<file path="config.mk">
export PLATFORM = sky130hd
export DESIGN_NAME = ifsb_hist_cell
export DESIGN_NICKNAME = d
export VERILOG_FILES = /design/src/rtl/ifsb_pkg.sv /design/src/rtl/ifsb_hist_cell.sv
export SDC_FILE = /design/constraint.sdc
export NUM_CORES = 1
export LEC_CHECK = 0
export ABC_CLOCK_PERIOD_IN_PS = 900
export BUFFER_PORTS_ARGS = -buffer_cell sky130_fd_sc_hd__buf_4
export CAP_MARGIN = 20
export CORE_UTILIZATION = 37
export CTS_BUF_LIST = sky130_fd_sc_hd__clkbuf_4 sky130_fd_sc_hd__clkbuf_8 sky130_fd_sc_hd__clkbuf_16
export DETAILED_ROUTE_END_ITERATION = 16
export PLACE_DENSITY_LB_ADDON = 0.12
export SETUP_SLACK_MARGIN = 0.4
export SYNTH_ARGS = -nofsm -noshare
export SYNTH_HDL_FRONTEND = slang
export SYNTH_SLANG_ARGS = --single-unit
</file>
<file path="constraint.sdc">
create_clock -name clk_i -period 0.9 [get_ports clk_i]
set_clock_uncertainty 0.15 [all_clocks]
set_input_delay 0.135 -clock clk_i [delete_from_list [all_inputs] [get_ports clk_i]]
set_output_delay 0.135 -clock clk_i [all_outputs]
set_load 0.005 [all_outputs]
</file>
<file path="src/rtl/ifsb_pkg.sv">
// Package for the select box mean filter: constants, codes and payload types.
package ifsb_pkg;

  localparam int unsigned IMG_SIZE  = 128;
  localparam int unsigned PAD       = 8;
  localparam int unsigned UNPAD     = IMG_SIZE - 2 * PAD;
  localparam int unsigned COORD_W   = 7;
  localparam int unsigned RING_W    = 4;
  localparam int unsigned LS_AW     = RING_W + COORD_W;
  localparam int unsigned LS_DEPTH  = 1 << LS_AW;
  localparam int unsigned CS_W      = 13;
  localparam int unsigned WS_W      = 17;
  localparam int unsigned HIST_LEN  = 32;
  localparam int unsigned HIST_AW   = 5;
  localparam int unsigned MUL_W     = 11;
  localparam int unsigned FRAC_BITS = 17;
  localparam int unsigned PROD_W    = WS_W + MUL_W;

  localparam logic [MUL_W-1:0] MUL_R4 = MUL_W'(1638);
  localparam logic [MUL_W-1:0] MUL_R8 = MUL_W'(455);

  typedef enum logic [1:0] {
    MODE_CHECKER = 2'd0,
    MODE_FRAME   = 2'd1,
    MODE_MEAN4   = 2'd2,
    MODE_MEAN8   = 2'd3
  } filter_mode_e;

  typedef struct packed {
    logic [7:0] pixel_in;
    logic       frame_start;
  } pix_in_t;

  typedef struct packed {
    logic [7:0]         pixel_out;
    logic [COORD_W-1:0] out_row;
    logic [COORD_W-1:0] out_col;
    logic               frame_last;
  } pix_out_t;

  // window radius of a mode, zero for the pixel modes
  function automatic logic [3:0] mode_radius(filter_mode_e m);
    case (m)
      MODE_MEAN4: mode_radius = 4'd4;
      MODE_MEAN8: mode_radius = 4'd8;
      default:    mode_radius = 4'd0;
    endcase
  endfunction

endpackage

</file>
<file path="src/rtl/ifsb_hist_cell.sv">
// One cell of the vertical-sum history chain: holds one entry, forwards the selected one.
module ifsb_hist_cell
  import ifsb_pkg::*;
(
  input  logic            clk_i,
  input  logic            rst_ni,
  input  logic            we_i,
  input  logic [CS_W-1:0] wdata_i,
  input  logic            sel_i,
  input  logic [CS_W-1:0] chain_i,
  output logic [CS_W-1:0] chain_o
);

  logic [CS_W-1:0] entry_q;

  always_ff @(posedge clk_i or negedge rst_ni) begin
    if (!rst_ni) begin
      entry_q <= '0;
    end else if (we_i) begin
      entry_q <= wdata_i;
    end
  end

  // pass the neighbor's value on unless this cell is the one addressed
  assign chain_o = sel_i ? entry_q : chain_i;

endmodule

</file>
# [Word level (Yosys, flattened, before mapping)]
# Cells that the tools add are included.
[totals] regBits=13 inputBits=30 out_inout_bits=13 word_cells=2
[classes] mux=1
[ops] cell="$mux 13" n=1

# [Logic depth before layout (Yosys ltp)]
# Gate-level depths: netlist (run 1).
[depth] ltp_word=1 ltp_mapped=2 ltp_nobuf=1

# [Least setup slack after synthesis (run 1)]
# OpenSTA, ideal clock, no wires.
[synth_path] kind="register to output" start="register entry_q[10]" end="output chain_o[10]" arrival_ps=612 t_required_ps=615 setup_slack_ps=3 path_stages_with_launch=2 n_path_buf=0 cell_sequence="dfrtp_1 mux2_2"
[synth_between] elab_chain_cells=1
[synth_lines] element="start: declaration" line_no="ifsb_hist_cell.sv:14" source="logic [CS_W-1:0] entry_q;"
[synth_lines] element="start signal: assignment" line_no="ifsb_hist_cell.sv:20" source="entry_q <= wdata_i;"
[synth_lines] element="$mux 13" line_no="ifsb_hist_cell.sv:25" source="assign chain_o = sel_i ? entry_q : chain_i;"
[synth_lines] element="end: declaration" line_no="ifsb_hist_cell.sv:11" source="output logic [CS_W-1:0] chain_o"
# Every way passes these cells.

# [Worst setup path in the final report (run 1)]
[layout_path] start="register entry_q[12]" end="output chain_o[12]"
# Same word-level chain as after synthesis.

==> flow_summary.json, run 1 <==
{
  "critPathMaxFanout": 2,
  "slew_headroom": 0.837,
  "top_regs": "entry_q: 13 flops",
  "place_inst": 106,
  "top_register": "entry_q",
  "yosys.area_share.simple": 0,
  "die_area_um2": 2110,
  "nets": 128,
  "via_count": 552,
  "largest_register_ffs": 13,
  "drc": 0,
  "clk_pin_slew_ps": 90,
  "multi_input_area_um2": 387,
  "cp.depth": 2,
  "hold_path.class": "in -> async",
  "synthArstFlopShare": 1.00,
  "rsz0062_at_grt": "yes",
  "yosysUniqueCellTypes": 4,
  "clock_latency_ps": 280,
  "regArea_um2": 325,
  "ys_seq_area_frac": 0.455,
  "irDropWorstVdd_mv": 0.913,
  "diodes": 0,
  "setup_viol": 26,
  "core-area_um2": 1760,
  "ant_nets": 0,
  "fmax_mhz": 741,
  "critPathMaxStageDelay_ps": 400,
  "grt_pass1_vias": 550,
  "cts_max_path_buffers": 2,
  "yosys-top-cells-count": "mux2_4, dfrtp_1, mux2_2, buf_6",
  "ys_warn_count": 0,
  "synth_ff_type": "dfrtp_1",
  "status": "finished with violations",
  "io_pins": 43,
  "avgViaCountPerCell": 4.52,
  "synthMuxAreaShare": 0.514,
  "design_area_um2": 1240,
  "netlist_instances": 41,
  "synth.most_common_cell": "mux2_4",
  "globalRouteOverflowTotal": 0,
  "powerDensity_nw_per_um2": 1340,
  "synth_nets": 71,
  "cts_max_level": 1,
  "netlist_top_cells_area": "dfrtp_1, mux2_4, mux2_2, buf_6",
  "cp_slowest_cell": "dfrtp_1",
  "grt_max_degree": 14,
  "synth-edff-count": 0,
  "grtUsageMet1": 0.195,
  "die_x_um": 46.0,
  "synth_adder_area_share": 0,
  "grt_first_pass_wirelength_um": 2500,
  "finalHoldViolCount": 26,
  "slew_viol_final": 0,
  "antenna_found_initial": 0,
  "cp_top_family": "flip-flops",
  "leakage_nw": 0.660,
  "setup_ws_ps": -450,
  "start_util": 0.406,
  "firstDrtPassIters": 4,
  "fin_tns_setup_ps": -7210,
  "wl_per_cell_um": 14.1,
  "tritoncts": "built",
  "clkSinkCount": 13,
  "fill_cells": 146,
  "fin_cells": 122,
  "crit_chain": "mux2_4 -> buf_6",
  "placed_cell_area_um2": 1050,
  "whs_ps": -473,
  "worstPathArrival_ps": 1060,
  "drive_above_1_share": 0.866,
  "r2r_cells": 3,
  "netlist.area_leader.share": 0.455,
  "wirelength_um": 1720,
  "drtIter0Drc": 4,
  "area_growth_pct": 73.6,
  "cap_violations": 0,
  "cp.required_ps": 610,
  "fin_crit_sh": 1.50,
  "grt_use_total": 0.177,
  "syn_avg_cell_area_um2": 17.5,
  "ys_ff_latch": 13,
  "met3_usage": 0.0476,
  "cp-start-kind": "register",
  "top_usage_layer": "met2",
  "gp_congestion": 0.639,
  "worst_pin_slew_ps": 245,
  "synth_compound_area_frac": 0,
  "die_h_um": 46.0,
  "synth_top_family_by_area": "multiplexers",
  "fin_util": 0.704,
  "yosysTopAreaCell": "dfrtp_1",
  "violations": "hold timing, setup timing",
  "io_buffers": 42,
  "critical_path_class": "reg -> out",
  "synth-xor-area-share": 0,
  "netlist_area_um2": 716,
  "path_buf_inv": 1,
  "cts_root_buf": "clkbuf_4",
  "rows": 15,
  "critPathCaptureType": "output port",
  "use_met2": 0.310,
  "cts_buffers": 3,
  "fin_crit_ps": 1350
}
==> cell usage in the layout, fill, tap and decap left out <==
| master | Yosys | layout |
|---|---|---|
| buf_6 | 2 | 17 |
| buf_4 | 0 | 37 |
| mux2_2 | 6 | 1 |
| dfrtp_1 | 13 | 13 |
| mux2_4 | 20 | 25 |
| clkbuf_4 | 0 | 4 |
==> power breakdown <==
part,switching (mW),internal [mW]
logic,0.151,0.426
clock network,0.205,0.202
registers,0.0358,0.642
total,0.391,1.27
==> stage by stage <==
stage | setup WS (ps) | power (mW) | hold WS, ps
CTS | -446 | 1.61 | -464
floorplan | 10.4 | 0.901 | -311
global placement | -214 | 1.11 | -162
detailed placement | -228 | 1.12 | -162
global route | -483 | 1.76 | -479
finish | -450 | 1.66 | -473
==> what timing repair did <==
action | 4_1_cts | 5_1_grt
hold endpoints to repair | 26 | 26
setup endpoints to repair | 26 | 26
cloned | 0 | 0
gates resized for setup | 13 | 6
buffers inserted | 6 | 6
==> cell type report <==
cell class                      instances  share of cell area
Clock buffer                            4              0.0242
Sequential cell                        13               0.262
Tap cell                               25              0.0252
Timing Repair Buffer                   54               0.378
Multi-Input combinational cell         26               0.311
==> routing by layer <==
metal | wire length, um | vias up
met2 | 973 | 20
met4 | 0 | 0
met5 | 0 | -
li1 | - | 259
met3 | 57 | 0
met1 | 687 | 273
==> kinds of logic (layout without fill, tap and decap cells) <==
| kind of cell | after synthesis | in the layout |
|---|---|---|
| flip-flops | 13 | 13 |
| multiplexers | 26 | 26 |
| buffers and inverters | 2 | 58 |
==> worst register-to-register path: cells and delay by family, from the launching register on <==
| family | cells | cell delay, ps |
|---|---|---|
| mux | 1 | 260 |
| buf+inv | 2 | 260 |
| flops | 1 | 400 |
==> path summary, 6_finish.rpt <==
path / from / to / slack, ps
worst max register to register: entry_q[9]$_DFFE_PN0P_ / entry_q[9]$_DFFE_PN0P_ / -270
worst min register to register: entry_q[2]$_DFFE_PN0P_ / entry_q[2]$_DFFE_PN0P_ / 380
max in group asynchronous: rst_ni / entry_q[7]$_DFFE_PN0P_ / 910
worst max-delay path: entry_q[12]$_DFFE_PN0P_ / chain_o[12] / -450
worst min-delay path: rst_ni / entry_q[11]$_DFFE_PN0P_ / -470
min in group clk_i: wdata_i[10] / entry_q[10]$_DFFE_PN0P_ / -70
Power figures use the tool's default switching activity.
==> run 2: changes to the inputs <==
==> constraint.sdc (replaced) <==
create_clock -name clk_i -period 0.9 [get_ports clk_i]
set_clock_uncertainty 0.15 [all_clocks]
set_input_delay 0.135 -clock clk_i [delete_from_list [all_inputs] [get_ports clk_i]]
set_output_delay 0.135 -clock clk_i [all_outputs]
set_load 0.01 [all_outputs]
==> flow_summary.json, run 2 (same netlist as run 1, synthesis figures left out) <==
{
  "status": "finished with violations",
  "violations": "hold timing, setup timing",
  "switching_power_uw": 373,
  "gp_congestion": 0.653,
  "grt_use_total": 0.167,
  "top_register": "entry_q",
  "critical_path_class": "reg -> out",
  "pwr-share-seq": 0.410,
  "die_area_um2": 2110,
  "diodes": 0,
  "critPathMaxFanout": 2,
  "cts_max_path_buffers": 2,
  "area_growth_pct": 74.1,
  "final_common_cell": "buf_4",
  "setup_viol": 25,
  "rsz0062_at_grt": "yes",
  "fin_crit_sh": 1.48,
  "cp-start-kind": "register",
  "fin_tns_setup_ps": -6990,
  "rows": 15,
  "powerDensity_nw_per_um2": 1320,
  "r2r_cells": 3,
  "drive_above_1_share": 0.867,
  "die_x_um": 46.0,
  "cp-startpoint": "entry_q[0]$_DFFE_PN0P_",
  "via_count": 549,
  "drtIter0Drc": 0,
  "core-area_um2": 1760,
  "hold_path.class": "in -> async",
  "worst_pin_slew_ps": 241,
  "cap_violations": 0,
  "avgViaCountPerCell": 4.46,
  "switching_share": 0.226,
  "critPathCaptureType": "output port",
  "cts_root_buf": "clkbuf_4",
  "start_util": 0.406,
  "finalHoldViolCount": 26,
  "firstDrtPassIters": 1,
  "io_buffers": 42,
  "cts_max_level": 1,
  "io_pins": 43,
  "regToRegSetupSlack_ps": -230,
  "dpl_worst_slack_ps": -234,
  "largest_register_ffs": 13,
  "drc": 0,
  "wirelength_um": 1600,
  "setup_ws_ps": -431,
  "ant_nets": 0,
  "slew_viol_final": 0,
  "slew_headroom": 0.840,
  "r2r_end": "entry_q[10]$_DFFE_PN0P_",
  "irDropWorstVdd_mv": 1.15,
  "globalRouteOverflowTotal": 0,
  "clkSinkCount": 13,
  "nets": 129,
  "top_regs": "entry_q: 13 flops",
  "pwr-share-clk": 0.223,
  "worstPathArrival_ps": 1050,
  "fin_crit_ps": 1330,
  "grt_first_pass_wirelength_um": 2380,
  "combPwrFrac": 0.367,
  "p_int_mw": 1.27,
  "whs_ps": -455,
  "cts_buffers": 3,
  "leakage_nw": 0.658,
  "r2r_start": "entry_q[10]$_DFFE_PN0P_",
  "antenna_found_initial": 0,
  "tritoncts": "built",
  "final_cell_mix": "buf_4, mux2_4, buf_6",
  "clk_pin_slew_ps": 70,
  "fmax_mhz": 751,
  "grt_max_degree": 14,
  "clock_latency_ps": 270,
  "grt_pass1_vias": 566,
  "wl_per_cell_um": 13.0,
  "die_h_um": 46.0,
  "cp.required_ps": 610,
  "fin_util": 0.706
}
[run 2: repair_timing]
action / 4_1_cts / 5_1_grt
setup buffers: 5 / 4
pin swaps: 0 / 0
endpoints found under the hold margin: 26 / 26
gates resized for setup: 17 / 1
setup endpoints to repair: 26 / 26
[run 2: area by class of cell]
type / instances / area, um^2
Clock buffer: 4 / 30.0
Fill cell: 141 / 518
Multi-Input combinational cell: 26 / 379
Sequential cell: 13 / 325
Tap cell: 25 / 31.3
Timing Repair Buffer: 55 / 480
[run 2: metrics by stage]
step / total power, mW / instances / instance area [um^2]
5_1_grt: 1.74 / 123 / 1250
3_3_place_gp: 1.16 / 110 / 1080
4_1_cts: 1.64 / 119 / 1210
2_1_floorplan: 0.927 / 41 / 727
3_5_place_dp: 1.17 / 110 / 1080
6_report: 1.65 / 123 / 1250
[run 2: how the worst max path moves through the flow]
stage,endpoint,slack [ps],cells after the start
final,chain_o[0],-430,2
after global routing,chain_o[10],-460,2
after CTS,chain_o[4],-440,2
after detailed placement,chain_o[0],-230,3
after global placement,chain_o[7],-220,3
after floorplan,chain_o[10],-3,1
[run 2: power groups by stage]
stage | clock [mW] | sequential, mW | combinational [mW]
2_1_floorplan | 0 | 0.676 | 0.251
3_3_place_gp | 0 | 0.684 | 0.474
3_5_place_dp | 0 | 0.687 | 0.482
4_1_cts | 0.392 | 0.674 | 0.577
5_1_grt | 0.418 | 0.681 | 0.641
6_report | 0.368 | 0.675 | 0.604
[run 2: critical path, cell delays in order, from the launching register on]
cell and delay [ps]:
dfrtp_1 390, mux2_4 270, buf_6 120
[run 2: routing by layer]
metal	global-route usage	vias up	share of wire	routed length, um
li1	-	261	-	-
met1	0.178	265	0.38	607
met2	0.307	23	0.55	886
met3	0.0754	0	0.067	108
met4	0.0176	0	0	0
met5	0	-	0	0
